<file path="config.mk">
export PLATFORM = sky130hd
export DESIGN_NAME = gpu_control_port_decoder
export DESIGN_NICKNAME = d
export VERILOG_FILES = /design/src/rtl/core/gcpd_pkg.sv /design/src/rtl/core/gpu_control_port_decoder.sv /design/src/rtl/core/gcpd_update.sv
export SDC_FILE = /design/constraint.sdc
export NUM_CORES = 1
export LEC_CHECK = 0
export BUFFER_PORTS_ARGS = -buffer_cell sky130_fd_sc_hd__buf_2
export CORE_MARGIN = 2
export CORE_UTILIZATION = 45
export CTS_BUF_LIST = sky130_fd_sc_hd__clkbuf_16
export CTS_CLUSTER_DIAMETER = 150
export DETAILED_ROUTE_END_ITERATION = 8
export PLACE_DENSITY = 0.76
export SLEW_MARGIN = 20
export SYNTH_ARGS = -nofsm -noshare
export SYNTH_HDL_FRONTEND = slang
export SYNTH_SLANG_ARGS = --single-unit
</file>
<file path="constraint.sdc">
create_clock -name clk -period 15.8 [get_ports clk]
set_clock_uncertainty 0.05 [all_clocks]
set_input_delay 0.79 -clock clk [delete_from_list [all_inputs] [get_ports clk]]
set_output_delay 0.79 -clock clk [all_outputs]
set_load 0.01 [all_outputs]
</file>
<file path="src/rtl/core/gcpd_pkg.sv">
// ----------------------------------------------------------------------------
// gcpd_pkg
// Types, command codes and helpers shared by the GPU control port decoder.
// ----------------------------------------------------------------------------
package gcpd_pkg;

	localparam int COUNT_WIDTH = 32;

	localparam logic [31:0] STATUS_RESET_DEFAULT = 32'h1480_2000;
	localparam logic [31:0] STATUS_MODE_MASK     = 32'h007f_0000;

	localparam int ST_DMAREQ_BIT = 25;
	localparam int ST_IRQ_BIT    = 24;
	localparam int ST_DISP_BIT   = 23;

	localparam logic [COUNT_WIDTH-1:0] CNT_ONE = {{(COUNT_WIDTH-1){1'b0}}, 1'b1};

	// bus access kinds
	localparam logic [1:0] ACT_DATA      = 2'd0;
	localparam logic [1:0] ACT_CTRL      = 2'd1;
	localparam logic [1:0] ACT_STATUS    = 2'd2;
	localparam logic [1:0] ACT_UNDEFINED = 2'd3;

	// control commands, top byte of the control word
	localparam logic [7:0] CMD_FULL_RESET = 8'h00;
	localparam logic [7:0] CMD_BUF_RESET  = 8'h01;
	localparam logic [7:0] CMD_IRQ_ACK    = 8'h02;
	localparam logic [7:0] CMD_DISP_EN    = 8'h03;
	localparam logic [7:0] CMD_DMA_DIR    = 8'h04;
	localparam logic [7:0] CMD_ORIGIN     = 8'h05;
	localparam logic [7:0] CMD_DISP_MODE  = 8'h08;

	// DMA directions, low bits of the DMA direction command
	localparam logic [1:0] DMA_DIR_OFF    = 2'd0;
	localparam logic [1:0] DMA_DIR_TO_GPU = 2'd2;

	// configuration register indexes
	localparam logic REG_STATUS_RESET = 1'b0;

	typedef struct packed {
		logic [1:0]  action;
		logic [31:0] data_word;
	} access_t;

	typedef struct packed {
		logic [31:0] status_word;
		logic        display_on;
		logic [9:0]  origin_x;
		logic [8:0]  origin_y;
		logic [9:0]  screen_width;
		logic [8:0]  screen_height;
		logic        interlace_on;
		logic        deep_color;
		logic [31:0] buffer_epoch;
		logic [31:0] data_word_count;
		logic [31:0] control_word_count;
	} result_t;

	typedef struct packed {
		logic [31:0]            status;
		logic                   disp_enable;
		logic [9:0]             disp_x;
		logic [8:0]             disp_y;
		logic [9:0]             disp_width;
		logic [8:0]             disp_height;
		logic                   disp_interlace;
		logic                   disp_rgb24;
		logic [COUNT_WIDTH-1:0] epoch_cnt;
		logic [COUNT_WIDTH-1:0] data_cnt;
		logic [COUNT_WIDTH-1:0] ctrl_cnt;
	} gpu_state_t;

	localparam gpu_state_t STATE_RESET = '{status: STATUS_RESET_DEFAULT, default: '0};

	function automatic logic [9:0] hres(input logic [1:0] sel);
		logic [9:0] w;
		case (sel)
			2'd0:    w = 10'd256;
			2'd1:    w = 10'd320;
			2'd2:    w = 10'd512;
			default: w = 10'd640;
		endcase
		return w;
	endfunction

	// low 32 bits of a counter, zero-extended when the counter is narrower
	function automatic logic [31:0] count_out(input logic [COUNT_WIDTH-1:0] cnt);
		logic [COUNT_WIDTH+31:0] ext;
		ext = {32'd0, cnt};
		return ext[31:0];
	endfunction

endpackage

</file>
<file path="src/rtl/core/gpu_control_port_decoder.sv">
// ----------------------------------------------------------------------------
// gpu_control_port_decoder
// GPU control port: counts command data writes, decodes control writes and
// reports status, display state and counters after every bus access.
// ----------------------------------------------------------------------------
//
//  channel   direction  handshake                 payload
//  access    in         access_valid/access_ready access_t (action, data_word)
//  result    out        result_valid/result_ready result_t (status and display)
//  config    in         APB psel/penable/pwrite   status reset value at 0x0
//
//  One transfer per cycle sustained while results are taken; each access
//  is registered first in the input stage, then in the result register.
//  The input stage keeps taking accesses while a result waits, and holds
//  only when both it and the result register are full and result_ready is low.
//  Reset loads the status register and the config register with 0x14802000
//  and clears display state and counters.
//
module gpu_control_port_decoder import gcpd_pkg::*; (
	input  logic        clk,
	input  logic        arst_n,
	input  logic        access_valid,
	output logic        access_ready,
	input  access_t     access,
	output logic        result_valid,
	input  logic        result_ready,
	output result_t     result,
	input  logic        psel,
	input  logic        penable,
	input  logic        pwrite,
	input  logic [2:0]  paddr,
	input  logic [31:0] pwdata,
	output logic [31:0] prdata,
	output logic        pready
);

	logic        valid_s1;
	access_t     acc_s1;
	gpu_state_t  state_q;
	gpu_state_t  state_nxt;
	logic        res_valid_q;
	result_t     res_q;
	logic [31:0] status_rst_q;
	logic        advance;
	logic        fire;
	logic        reg_idx;

	// Advance the input stage whenever the result register is free or drains.
	assign advance      = !res_valid_q || result_ready;
	assign access_ready = !valid_s1 || advance;
	assign fire         = valid_s1 && advance;

	// Configuration port: no wait states, one register.
	assign pready  = 1'b1;
	assign reg_idx = paddr[2];
	assign prdata  = (reg_idx == REG_STATUS_RESET) ? status_rst_q : 32'd0;

	always_ff @(posedge clk or negedge arst_n) begin
		if (!arst_n) begin
			status_rst_q <= STATUS_RESET_DEFAULT;
		end else if (psel && penable && pwrite && pready && reg_idx == REG_STATUS_RESET) begin
			status_rst_q <= pwdata;
		end
	end

	// Input stage: capture each access transfer.
	always_ff @(posedge clk or negedge arst_n) begin
		if (!arst_n) begin
			valid_s1 <= 1'b0;
		end else if (access_ready) begin
			valid_s1 <= access_valid;
		end
	end

	always_ff @(posedge clk) begin
		if (access_ready && access_valid) begin
			acc_s1 <= access;
		end
	end

	gcpd_update u_update (
		.cur        (state_q),
		.acc        (acc_s1),
		.status_rst (status_rst_q),
		.nxt        (state_nxt)
	);

	// Commit the state change and the result together.
	always_ff @(posedge clk or negedge arst_n) begin
		if (!arst_n) begin
			state_q     <= STATE_RESET;
			res_valid_q <= 1'b0;
		end else begin
			if (fire) begin
				state_q <= state_nxt;
			end
			if (advance) begin
				res_valid_q <= valid_s1;
			end
		end
	end

	always_ff @(posedge clk) begin
		if (fire) begin
			res_q.status_word        <= state_nxt.status;
			res_q.display_on         <= state_nxt.disp_enable;
			res_q.origin_x           <= state_nxt.disp_x;
			res_q.origin_y           <= state_nxt.disp_y;
			res_q.screen_width       <= state_nxt.disp_width;
			res_q.screen_height      <= state_nxt.disp_height;
			res_q.interlace_on       <= state_nxt.disp_interlace;
			res_q.deep_color         <= state_nxt.disp_rgb24;
			res_q.buffer_epoch       <= count_out(state_nxt.epoch_cnt);
			res_q.data_word_count    <= count_out(state_nxt.data_cnt);
			res_q.control_word_count <= count_out(state_nxt.ctrl_cnt);
		end
	end

	assign result_valid = res_valid_q;
	assign result       = res_q;

`ifndef SYNTHESIS
	a_ready_low_full: assert property (@(posedge clk) disable iff (!arst_n)
		!access_ready |-> (valid_s1 && res_valid_q))
		else $error("access stalled with a free stage");

	a_data_count: assert property (@(posedge clk) disable iff (!arst_n)
		(fire && acc_s1.action == ACT_DATA) |=>
		(state_q.data_cnt == $past(state_q.data_cnt) + CNT_ONE))
		else $error("data word not counted");

	a_ctrl_count: assert property (@(posedge clk) disable iff (!arst_n)
		(fire && acc_s1.action == ACT_CTRL) |=>
		(state_q.ctrl_cnt == $past(state_q.ctrl_cnt) + CNT_ONE))
		else $error("control word not counted");

	a_read_stable: assert property (@(posedge clk) disable iff (!arst_n)
		(fire && (acc_s1.action == ACT_STATUS || acc_s1.action == ACT_UNDEFINED))
		|=> $stable(state_q))
		else $error("status read changed state");

	a_result_tracks: assert property (@(posedge clk) disable iff (!arst_n)
		result_valid |-> (result.status_word == state_q.status))
		else $error("result status differs from state");
`endif

endmodule

</file>
<file path="src/rtl/core/gcpd_update.sv">
// ----------------------------------------------------------------------------
// gcpd_update
// Next-state logic for one bus access: counters and control command decode.
// ----------------------------------------------------------------------------
module gcpd_update import gcpd_pkg::*; (
	input  gpu_state_t  cur,
	input  access_t     acc,
	input  logic [31:0] status_rst,
	output gpu_state_t  nxt
);

	logic [7:0]  cmd;
	logic [31:0] w;
	logic [1:0]  dir;
	logic        req;

	assign w   = acc.data_word;
	assign cmd = w[31:24];
	assign dir = w[1:0];

	always_comb begin
		nxt = cur;
		req = 1'b0;
		case (acc.action)
			ACT_DATA: begin
				nxt.data_cnt = cur.data_cnt + CNT_ONE;
			end
			ACT_CTRL: begin
				nxt.ctrl_cnt = cur.ctrl_cnt + CNT_ONE;
				case (cmd)
					CMD_FULL_RESET: begin
						nxt.status         = status_rst;
						nxt.disp_enable    = 1'b0;
						nxt.disp_x         = '0;
						nxt.disp_y         = '0;
						nxt.disp_width     = '0;
						nxt.disp_height    = '0;
						nxt.disp_interlace = 1'b0;
						nxt.disp_rgb24     = 1'b0;
						nxt.epoch_cnt      = cur.epoch_cnt + CNT_ONE;
					end
					CMD_BUF_RESET: begin
						nxt.epoch_cnt = cur.epoch_cnt + CNT_ONE;
					end
					CMD_IRQ_ACK: begin
						nxt.status[ST_IRQ_BIT] = 1'b0;
					end
					CMD_DISP_EN: begin
						nxt.status[ST_DISP_BIT] = w[0];
						nxt.disp_enable         = ~w[0];
					end
					CMD_DMA_DIR: begin
						// request line follows bit 28 for CPU-to-GPU, bit 27 for other directions, low when off
						if (dir == DMA_DIR_TO_GPU) begin
							req = cur.status[28];
						end else if (dir != DMA_DIR_OFF) begin
							req = cur.status[27];
						end
						nxt.status[30:29]         = dir;
						nxt.status[ST_DMAREQ_BIT] = req;
					end
					CMD_ORIGIN: begin
						nxt.disp_x = w[9:0];
						nxt.disp_y = w[18:10];
					end
					CMD_DISP_MODE: begin
						nxt.disp_width     = w[6] ? 10'd368 : hres(w[1:0]);
						nxt.disp_interlace = w[5];
						nxt.disp_height    = (w[2] && w[5]) ? 9'd480 : 9'd240;
						nxt.disp_rgb24     = w[4];
						nxt.status         = (cur.status & ~STATUS_MODE_MASK)
						                   | {9'd0, w[5:0], w[6], 16'd0};
					end
					default: begin
					end
				endcase
			end
			default: begin
			end
		endcase
	end

endmodule
</file>
==> summary.txt, run 1 <==
Run status
  – Outcome: completed

Global route
  – Number of antenna violations at the first check in global routing: 5
  – Global Route Usage Sum: 19.8%
  – Leftover overflow at the end of global routing: 0
  – Maximum number of pins on one net before global-route repair: 126
  – Global-route wire length before repair: 61600 um
  – Via count of the first global-routing pass: 11.3k

CTS
  – Max Buffers Root-to-Sink: 3
  – Clock Latency Late Sink: 0.56 ns
  – CTS-repair resized insts: 0
  – H-tree level count: 2
  – TritonCTS clock tree: done
  – Clock buffers created by TritonCTS: 42
  – CTS Hold Bufs: 0
  – Total clock sinks: 401
  – Clk root buf: clkbuf_16
  – Clock-pin slew on the worst setup and hold paths: 0.06 ns
  – Postcts setup bufs: 0

Floorplan
  – Chip Height: 199 um
  – Std cell rows: 71
  – Initial core utilization: 45.6%
  – # IOs: 280
  – Placeable core area: 0.0377 mm2
  – Full die area: 0.0397 mm2
  – Die width: 199 um

Final layout
  – Final net count: 1708
  – Share of layout cells above drive strength 1: 25.1%
  – Util after Layout: 53.9%
  – Post-layout instance count excluding filler cells: 2174
  – Area Overhead vs Synth: 18.2%

Setup path
  – Setup CP Type: reg2reg
  – Worst Setup Start Kind: flip-flop
  – Slowest stage delay, CP: 0.95 ns
  – CP endpoint kind: flip-flop
  – Cells along the critical path: nor2b_1, and4_1, nor2_1, a22o_1
  – Worst-path fanout max: 21
  – Critical path data required time: 16.06 ns
  – Arrival time reported for the critical path endpoint: 3.46 ns
  – Crit path max-delay cell type: and4_1

Power and ir drop
  – Leakage power figure: 9.28 nW
  – Power per unit of standard cell area: 118 mW/mm2
  – Total design power: 2.39 mW
  – Maximum ir drop on the vdd rail: 94.4 uV

STA
  – Slew @ Worst Pin: 1.10 ns
  – Setup repair after global routing missed its margin: false
  – Setup TNS: 0 ns
  – Final-report hold violation count: 0
  – Post-Route Hold Slack: 0.233 ns
  – Minimum period implied by the final worst setup slack: 3.20 ns
  – Max-slew headroom at the worst pin: 26.4%
  – Final setup viols: 0
  – Upper clock frequency limit: 0.312 GHz
  – Final count of pins violating max slew: 0
  – Final clock period utilization by the worst path: 20.3%

Synth
  – Net Count, Synth: 1455
  – Proportion of netlist area held by the largest area contributor: 34.6%
  – Count of flip-flops with a built-in enable after synthesis: 198
  – Mean instance size in the synthesized netlist: 12.5 um2
  – Combined area of all synthesized cells: 0.0172 mm2
  – Portion of the post-synthesis area used by sequential elements: 64.3%
  – Synthesis-stage register bit count: 401
  – Post-synth top cells: nand2_1 (233), edfxtp_1 (198), dfrtp_1 (195)
  – Dominant cells by area after synthesis: edfxtp_1 (35%), dfrtp_1 (28%), nand2_1 (5.1%), xor2_1 (4.9%), xnor2_1 (4.7%)
  – Dominant register cell in the synthesized netlist: edfxtp_1
  – Number of distinct standard cells referenced by the synthesized netlist: 60
  – Most frequent cell after synthesis: nand2_1
  – Synth area leader: edfxtp_1
  – Synth async-reset ratio: 50.6%
  – Cells after Synth: 1376
  – Ys Warns: 0

Place
  – Final HPWL DP: 26000 um
  – Placed cell count: 2096
  – Last weighted congestion value of the routability-driven placer: 0.834
  – Count of port buffers added during placement: 271

Drt
  – Total wirelength of the detailed-routed design: 38800 um
  – Initial drt markers: 711
  – Via-per-instance ratio: 5.23
  – Routed Antenna Nets: 0
  – Number of DRC violations after detailed routing: 0
  – Detailed-route wire length per cell: 17.9 um
  – Drt first pass iters: 5
  – Vias post-DR: 11.4k

Run
  – Number of violations of the max-capacitance limit: 0

Hold path
  – Tightest Hold Check Type: in2async
registers in the layout, summed over array words and instances (netlist names):
| name | count |
|---|---|
| state_q | 169 |
| status_rst_q | 32 |
| result_valid | 1 |
| valid_s1 | 1 |
| acc_s1 | 29 |
| result | 169 |
routing by layer:
metal	share of wire [%]	vias up	wire, um	track usage [%]
met4	1.6	4	614	4.42
met5	0.054	-	21	0
met1	43	5596	16700	26.6
met2	48	383	18700	32.2
met3	7.3	56	2830	5.67
li1	-	5327	-	-
stage by stage:
| step | setup WS, ns | cell area [um2] |
|---|---|---|
| after global placement | 12.00 | 18900 |
| after floorplan | 8.87 | 17200 |
| final | 12.60 | 20300 |
| after detailed placement | 11.87 | 18900 |
| after global routing | 12.34 | 20300 |
| after CTS | 12.39 | 20300 |
worst max-delay path, delay by kind of cell (launching register included):
family	cells	cell delay, ns
flops	1	0.60
simple gates	3	1.97
compound gates	1	0.33
cells by family after synthesis:
family | share of synthesized area [%]
buffers and inverters | 2.17
and+or+nand+nor | 16.8
AOI/OAI and AO/OA | 4.41
xor gates and xnor gates | 9.59
DFF | 64.3
muxes | 2.54
other | 0.0218
adders and majority gates | 0.219
cells in the final DEF, fill, tap and decap left out, types with 38 or more instances in the layout:
cell type	netlist	layout
buf_2	18	270
nand2_1	233	232
edfxtp_1	198	198
dfrtp_1	195	195
xor2_1	96	96
xnor2_1	92	92
nor2_1	68	68
a22o_1	51	51
clkbuf_16	0	45
nand3_1	45	44
nand4_1	39	39
nor2b_1	38	38
power by group:
group	internal [mW]	total (mW)	switching (mW)
sequential	1.18	1.23	0.0565
clock	0.563	0.968	0.404
combinational	0.0771	0.185	0.107
total	1.82	2.39	0.568
worst paths after layout:
check,start,depth (start not counted),slack (ns),to
max,acc_s1[32],4,12.60,result[102]
min,arst_n,1,0.23,state_q[104]
max reg2reg,acc_s1[32],4,12.60,result[102]
min reg2reg,state_q[163],2,0.41,state_q[163]
max in group asynchronous,arst_n,2,14.29,state_q[65]
min in group clk,access[28],1,0.35,acc_s1[28]
final cells by class:
cell class / count / area, um2
multi-input cells: 892 / 5780
well taps: 511 / 639
inverters: 13 / 56.3
diodes: 1 / 2.50
fillers: 3231 / 17400
flip-flops and latches: 401 / 11000
clock inverters: 32 / 233
clock buffers: 45 / 1130
repair buffers: 279 / 1430
(Power assumes the default switching activity.)
==> inputs of run 2 (changes only) <==
--- a/config.mk
+++ b/config.mk
@@ -5,13 +5,14 @@
 export SDC_FILE = /design/constraint.sdc
 export NUM_CORES = 1
 export LEC_CHECK = 0
+export ABC_AREA = 1
 export BUFFER_PORTS_ARGS = -buffer_cell sky130_fd_sc_hd__buf_2
 export CORE_MARGIN = 2
 export CORE_UTILIZATION = 45
 export CTS_BUF_LIST = sky130_fd_sc_hd__clkbuf_16
 export CTS_CLUSTER_DIAMETER = 150
 export DETAILED_ROUTE_END_ITERATION = 8
-export PLACE_DENSITY = 0.76
+export PLACE_DENSITY = 0.78
 export SLEW_MARGIN = 20
 export SYNTH_ARGS = -nofsm -noshare
 export SYNTH_HDL_FRONTEND = slang
==> constraint.sdc (replaced) <==
create_clock -name clk -period 2.8 [get_ports clk]
set_clock_uncertainty 0.05 [all_clocks]
set_input_delay 0.14 -clock clk [delete_from_list [all_inputs] [get_ports clk]]
set_output_delay 0.14 -clock clk [all_outputs]
set_load 0.01 [all_outputs]
==> summary.txt, run 2 <==
STA
  – Setup TNS: 0 ns (unchanged)
  – Final setup viols: 0 (unchanged)
  – Final count of pins violating max slew: 0 (unchanged)
  – Minimum period implied by the final worst setup slack: 2.19 ns (-1.01 ns)
  – Minimum setup slack in the final design: 0.613 ns (-11.99 ns)
  – Max-slew headroom at the worst pin: 52.0% (+26 points)
  – Setup repair after global routing missed its margin: false
  – Slew @ Worst Pin: 0.721 ns (-0.380 ns)
  – Upper clock frequency limit: 0.457 GHz (+46%)
  – Final clock period utilization by the worst path: 78.1% (+58 points)
  – Final-report hold violation count: 0 (unchanged)

Global route
  – Global-route wire length before repair: 70200 um (+14%)
  – Global Route Usage Sum: 21.4% (+1.6 points)
  – Number of antenna violations at the first check in global routing: 1 (-4)
  – Leftover overflow at the end of global routing: 0 (unchanged)
  – Maximum number of pins on one net before global-route repair: 86 (-32%)
  – Via count of the first global-routing pass: 13.8k (+22%)

Final layout
  – Footprint of the multi-input gates: 0.00560 mm2 (-3.1%)
  – Share of layout cells above drive strength 1: 18.9% (-6.2 points)
  – Final net count: 2302 (+35%)
  – Leading cell type in the layout, fill and taps excluded: nand2_1
  – Most used cells in the layout excluding fill and tap cells: nand2_1 (546), buf_2 (270), inv_1 (231)
  – Area Overhead vs Synth: 23.5%
  – Area used by sequential logic in the layout: 0.0110 mm2 (unchanged)
  – Number of filler cells placed in the layout: 3226 (-0.15%)

Synth
  – Cells after Synth: 1874 (+36%)
  – Post-synth top cells: nand2_1 (547), inv_1 (223), edfxtp_1 (198)
  – Count of flip-flops with a built-in enable after synthesis: 198 (unchanged)
  – Combined area of all synthesized cells: 0.0178 mm2 (+3.4%)
  – Synth async-reset ratio: 50.6% (unchanged)
  – Number of distinct standard cells referenced by the synthesized netlist: 38 (-37%)
  – Portion of the post-synthesis area used by sequential elements: 62.1% (-2.1 points)
  – Dominant register cell in the synthesized netlist: edfxtp_1
  – Ys Warns: 0 (unchanged)
  – Synthesis-stage register bit count: 401 (unchanged)
  – Most frequent cell after synthesis: nand2_1
  – Synth area leader: edfxtp_1
  – Mean instance size in the synthesized netlist: 9.48 um2 (-24%)
  – Dominant cells by area after synthesis: edfxtp_1 (33%), dfrtp_1 (27%), nand2_1 (12%), inv_1 (4.7%), nor2_1 (3.8%)
  – Proportion of netlist area held by the largest area contributor: 33.5% (-1.1 points)
  – Net Count, Synth: 1953 (+34%)

Drt
  – Via-per-instance ratio: 5.07 (-3.0%)
  – Number of DRC violations after detailed routing: 0 (unchanged)
  – Drt first pass iters: 8 (+3)
  – Routed Antenna Nets: 0 (unchanged)
  – Detailed-route wire length per cell: 15.8 um (-12%)
  – Vias post-DR: 14.1k (+24%)
  – Initial drt markers: 1036 (+46%)
  – Total wirelength of the detailed-routed design: 43800 um (+13%)

Power and ir drop
  – Maximum ir drop on the vdd rail: 527 uV (+460%)
  – Switching share of power: 29.0% (+5.2 points)
  – Seq pwr share: 48.0% (-3.7 points)
  – Combinational power share: 17.9% (+10 points)
  – Leakage power figure: 10.1 nW (+9.4%)
  – Power per unit of standard cell area: 773 mW/mm2 (+560%)
  – Clock network fraction of design power: 34.2% (-6.4 points)
  – Switching power total: 4.91 mW (+760%)
  – Internal Power: 12.0 mW (+560%)

CTS
  – TritonCTS clock tree: done
  – Clock Latency Late Sink: 0.57 ns (about the same)
  – Clk root buf: clkbuf_16
  – Max Buffers Root-to-Sink: 3 (unchanged)
  – CTS-repair resized insts: 0 (unchanged)
  – Clock-pin slew on the worst setup and hold paths: 0.06 ns (about the same)
  – CTS Hold Bufs: 66 (+66)
  – Postcts setup bufs: 0 (unchanged)
  – H-tree level count: 2 (unchanged)
  – Total clock sinks: 401 (unchanged)
  – Clock buffers created by TritonCTS: 42 (unchanged)

Place
  – Pre-CTS worst setup slack: 0.602 ns (-11.27 ns)
  – Last weighted congestion value of the routability-driven placer: 0.909 (+8.9%)
  – Count of port buffers added during placement: 271 (unchanged)
  – Final HPWL DP: 29500 um (+14%)

Setup path
  – Arrival time reported for the critical path endpoint: 2.54 ns (-0.92 ns)
  – Setup CP Type: reg2reg
  – Worst Setup Start Kind: flip-flop
  – CP endpoint kind: flip-flop
  – Crit path max-delay cell type: edfxtp_1
  – Gate family responsible for the most delay along the worst path: simple AND/OR/NAND/NOR gates
  – Slowest stage delay, CP: 0.41 ns (-0.54 ns)
  – Worst-path fanout max: 18 (-14%)
  – Buf+Inv Stages, Crit Path: 2 (+2)
  – Critical path data required time: 3.15 ns (-12.91 ns)
  – Cells along the critical path: nor2_1, nand2_1, nor2_1, nand2_2, nand2_2, inv_2, nor2_8, inv_2, nand2_1, o21ai_0

Floorplan
  – Chip Height: 203 um (+1.7%)
  – Full die area: 0.0411 mm2 (+3.3%)
  – # IOs: 280 (unchanged)
  – Std cell rows: 72 (+1.4%)
  – Placeable core area: 0.0388 mm2 (+3.1%)
  – Initial core utilization: 45.7% (+0.14 points)
  – Die width: 203 um (+1.7%)

Run status
  – Outcome: completed

Hold path
  – Tightest Hold Check Type: in2async

Run
  – Number of violations of the max-capacitance limit: 0 (unchanged)
-- run 2: worst register-to-register path, cell delays in order (launching register included) --
cell      delay, ns
edfxtp_1       0.41
nor2_1         0.29
nand2_1        0.10
nor2_1         0.16
nand2_2        0.20
nand2_2        0.12
inv_2          0.12
nor2_8         0.26
inv_2          0.15
nand2_1        0.08
o21ai_0        0.09
-- run 2: kinds of logic after synthesis --
group	synth area share, %
xor+xnor	2.12
other cells	0.0211
buf+inv	6.38
flops	62.1
fa+ha+maj	0.211
simple gates	22.6
compound gates	6.56
-- run 2: per-layer routing --
layer / global-route usage, % / part of all wire, % / wire length (um)
met5: 0 / 0 / 0
met4: 6.18 / 2.2 / 967
met3: 5.57 / 8.5 / 3730
met2: 35.6 / 48 / 20900
met1: 27.7 / 42 / 18300
-- run 2: cell type report --
type	instances	area share [%]
sequential	401	50.3
clock inverter	35	1.61
clock buffer	43	4.90
multi-input combinational	1188	25.5
antenna	3	0.0342
inverter	226	3.90
timing repair buffer	364	10.8
tap	518	2.95
-- run 2: worst paths after layout --
check	start	endpoint	slack, ns	depth (start not counted)
max	acc_s1[26]	state_q[154]	0.61	10
min	arst_n	state_q[26]	0.12	2
max reg2reg	acc_s1[26]	state_q[154]	0.61	10
min reg2reg	state_q[163]	state_q[163]	0.42	2
max in group asynchronous	arst_n	state_q[165]	1.69	3
min in group clk	access[9]	acc_s1[9]	0.24	2
-- run 2: power by group through the flow --
stage	Clock [mW]	Combinational (mW)	Sequential [mW]
finish	5.79	3.03	8.13
global route	6.16	3.38	8.25
CTS	5.91	3.03	8.12
detailed placement	0	2.93	8.22
global placement	0	2.82	8.18
floorplan	0	1.56	8.31
-- run 2: through the flow --
| stage | total power, mW | hold slack, ns | instances | instance area, um2 | utilization [%] |
|---|---|---|---|---|---|
| 2_1_floorplan | 9.87 | -0.206 | 1874 | 17800 | - |
| 3_3_place_gp | 11.0 | 0.194 | 2631 | 19800 | 51.1 |
| 6_report | 17.0 | 0.124 | 2778 | 21900 | 56.5 |
| 3_5_place_dp | 11.2 | 0.199 | 2631 | 19800 | 51.1 |
| 4_1_cts | 17.1 | 0.145 | 2775 | 21900 | 56.5 |
| 5_1_grt | 17.8 | 0.191 | 2776 | 21900 | 56.5 |
==> inputs of run 3 (changes only) <==
--- a/config.mk
+++ b/config.mk
@@ -5,14 +5,14 @@
 export SDC_FILE = /design/constraint.sdc
 export NUM_CORES = 1
 export LEC_CHECK = 0
-export ABC_AREA = 1
+export ABC_AREA = 0
 export BUFFER_PORTS_ARGS = -buffer_cell sky130_fd_sc_hd__buf_2
 export CORE_MARGIN = 2
 export CORE_UTILIZATION = 45
 export CTS_BUF_LIST = sky130_fd_sc_hd__clkbuf_16
 export CTS_CLUSTER_DIAMETER = 150
 export DETAILED_ROUTE_END_ITERATION = 8
-export PLACE_DENSITY = 0.78
+export PLACE_DENSITY = 0.76
 export SLEW_MARGIN = 20
 export SYNTH_ARGS = -nofsm -noshare
 export SYNTH_HDL_FRONTEND = slang
==> constraint.sdc (replaced) <==
create_clock -name clk -period 2.2 [get_ports clk]
set_clock_uncertainty 0.05 [all_clocks]
set_input_delay 0.11 -clock clk [delete_from_list [all_inputs] [get_ports clk]]
set_output_delay 0.11 -clock clk [all_outputs]
set_load 0.01 [all_outputs]
==> summary.txt, run 3 (synthesized netlist as in run 1, its figures left out) <==
Drt
  – Number of DRC violations after detailed routing: 0 (unchanged)
  – Detailed-route wire length per cell: 17.9 um (+13%)
  – Routed Antenna Nets: 0 (unchanged)
  – Total wirelength of the detailed-routed design: 41300 um (-5.7%)
  – Vias post-DR: 12.0k (-15%)
  – Via-per-instance ratio: 5.20 (+2.5%)
  – Drt first pass iters: 5 (-3)
  – Initial drt markers: 853 (-18%)

Hold path
  – Tightest Hold Check Type: in2async

STA
  – Upper clock frequency limit: 0.475 GHz (+3.8%)
  – Post-Route Hold Slack: 0.117 ns (-0.00732 ns)
  – Final count of pins violating max slew: 0 (unchanged)
  – Minimum period implied by the final worst setup slack: 2.11 ns (-0.0810 ns)
  – Final setup viols: 0 (unchanged)
  – Slew @ Worst Pin: 0.922 ns (+0.201 ns)
  – Setup repair after global routing missed its margin: true
  – Max-slew headroom at the worst pin: 38.5% (-13 points)
  – Final clock period utilization by the worst path: 95.7% (+18 points)
  – Minimum setup slack in the final design: 0.0939 ns (-0.519 ns)
  – Final-report hold violation count: 0 (unchanged)

Place
  – Last weighted congestion value of the routability-driven placer: 0.826 (-9.1%)
  – Count of port buffers added during placement: 271 (unchanged)
  – Pre-CTS worst setup slack: 0.0234 ns (-0.579 ns)
  – Final HPWL DP: 27500 um (-6.8%)

Setup path
  – CP endpoint kind: flip-flop
  – Buf+Inv Stages, Crit Path: 3 (+1)
  – Worst setup path endpoint: result[88]
  – Cells along the critical path: buf_4, nor3_4, buf_4, nand4_1, nor4_2, buf_4, nand4_1, xnor2_1
  – Critical path data required time: 2.45 ns (-0.70 ns)
  – Slowest stage delay, CP: 0.38 ns (-0.03 ns)
  – Setup CP Type: reg2reg
  – Worst-path fanout max: 8 (-10)
  – Launch instance of the worst register-to-register path: acc_s1[30]
  – Worst setup path start: acc_s1[30]
  – CP dominant cell by count: buf_4
  – Capture instance of the worst register-to-register path: result[88]
  – Depth of the worst register-to-register path: 8 (-2)
  – Crit path max-delay cell type: edfxtp_1
  – Count of cell instances traversed by the critical path: 8 (-2)
  – Arrival time reported for the critical path endpoint: 2.36 ns (-0.18 ns)
  – Gate family responsible for the most delay along the worst path: simple AND/OR/NAND/NOR gates
  – Slack of the worst reg-to-reg path: 0.09 ns (-0.52 ns)
  – Worst Setup Start Kind: flip-flop

CTS
  – H-tree level count: 2 (unchanged)
  – Clk root buf: clkbuf_16
  – TritonCTS clock tree: done
  – Clock buffers created by TritonCTS: 42 (unchanged)
  – Total clock sinks: 401 (unchanged)
  – Clock Latency Late Sink: 0.55 ns (-0.02 ns)
  – Max Buffers Root-to-Sink: 3 (unchanged)
  – Clock-pin slew on the worst setup and hold paths: 0.06 ns (about the same)

Global route
  – Maximum number of pins on one net before global-route repair: 65 (-24%)
  – Global-route wire length before repair: 64400 um (-8.4%)
  – Leftover overflow at the end of global routing: 0 (unchanged)
  – Global Route Usage Sum: 20.9% (-0.52 points)
  – Via count of the first global-routing pass: 12.0k (-13%)
  – Number of antenna violations at the first check in global routing: 4 (+3)

Floorplan
  – Placeable core area: 0.0377 mm2 (-3.0%)
  – Full die area: 0.0397 mm2 (-3.2%)
  – Chip Height: 199 um (-1.6%)
  – Die width: 199 um (-1.6%)
  – Std cell rows: 71 (-1.4%)
  – # IOs: 280 (unchanged)
  – Initial core utilization: 45.6% (-0.14 points)

Final layout
  – Leading cell type in the layout, fill and taps excluded: buf_2
  – Share of layout cells above drive strength 1: 27.5% (+8.6 points)
  – Area Overhead vs Synth: 26.0%
  – Most used cells in the layout excluding fill and tap cells: buf_2 (270), nand2_1 (232), edfxtp_1 (198)
  – Number of filler cells placed in the layout: 3076 (-4.6%)
  – Final net count: 1845 (-20%)

Run
  – Number of violations of the max-capacitance limit: 0 (unchanged)

Power and ir drop
  – Power per unit of standard cell area: 793 mW/mm2 (+2.6%)
  – Maximum ir drop on the vdd rail: 716 uV (+36%)
  – Leakage power figure: 9.97 nW (-1.8%)

Run status
  – Outcome: completed
## run 3: cell count changes in the layout (fill, tap and decap cells not counted), moves of 25 or more
cell / change
nand2_1: -314
inv_1: -208
nor2_1: -111
o21ai_0: -99
xnor2_1: +84
nand3_1: -74
xor2_1: +61
a22o_1: +51
buf_4: +51
mux2_2: +37
nor2b_1: +37
a21oi_1: -29
o21ai_2: -25
## run 3: through the flow
step / cell area [um2] / std cells / setup TNS [ns] / utilization [%] / power, mW
2_1_floorplan: 17200 / 1376 / 0 / - / 9.63
3_3_place_gp: 19500 / 2161 / -3.20 / 51.9 / 10.4
3_5_place_dp: 19500 / 2161 / 0 / 51.9 / 10.4
4_1_cts: 21500 / 2304 / 0 / 57.1 / 17.3
5_1_grt: 21600 / 2313 / -0.0210 / 57.5 / 17.8
6_report: 21600 / 2313 / 0 / 57.5 / 17.2
## run 3: repair_timing
item / in CTS / in global routing
gates resized for setup: 1 / 17
hold buffers: 66 / 0
setup endpoints to repair: 10 / 61
hold endpoints to repair: 258 / 0
buffers inserted: 0 / 6
pin swaps: 0 / 2
## run 3: cell type report
| type | instances | area (um2) | share of cell area, % |
|---|---|---|---|
| flip-flops and latches | 401 | 11000 | 51.0 |
| diodes | 3 | 7.51 | 0.0347 |
| repair buffers | 416 | 2770 | 12.8 |
| clock inverters | 34 | 226 | 1.05 |
| multi-input cells | 892 | 5830 | 26.9 |
| inverters | 13 | 56.3 | 0.260 |
| well taps | 511 | 639 | 2.95 |
| clock buffers | 43 | 1080 | 4.97 |
## run 3: worst min path at each step
stage                start               end  slack [ns]  cells past startpoint
global route        arst_n      state_q[114]        0.12                      3
floorplan           arst_n      result_valid       -0.24                      0
global placement    arst_n  status_rst_q[22]       0.006                      1
CTS                 arst_n      state_q[114]        0.08                      3
finish              arst_n      state_q[114]        0.12                      3
detailed placement  arst_n  status_rst_q[22]        0.01                      1
## run 3: power breakdown
group          internal (mW)  total (mW)  switching (mW)
clock network           3.89        6.76            2.87
logic                  0.709        1.56           0.849
registers               8.45        8.84           0.395
total                   13.0        17.2            4.11
## run 3: tightest hold or removal path, cell delays in order
cell           delay (ns)
dlygate4sd3_1        0.54
clkbuf_8             0.19
buf_12               0.23
## run 3: per-layer routing
| layer | up-vias | global-route usage (%) | wire [um] |
|---|---|---|---|
| li1 | 5606 | - | - |
| met1 | 5912 | 28.5 | 17700 |
| met2 | 439 | 32.7 | 19200 |
| met3 | 64 | 5.10 | 3350 |
| met4 | 0 | 7.30 | 1010 |
| met5 | - | 0 | 0 |
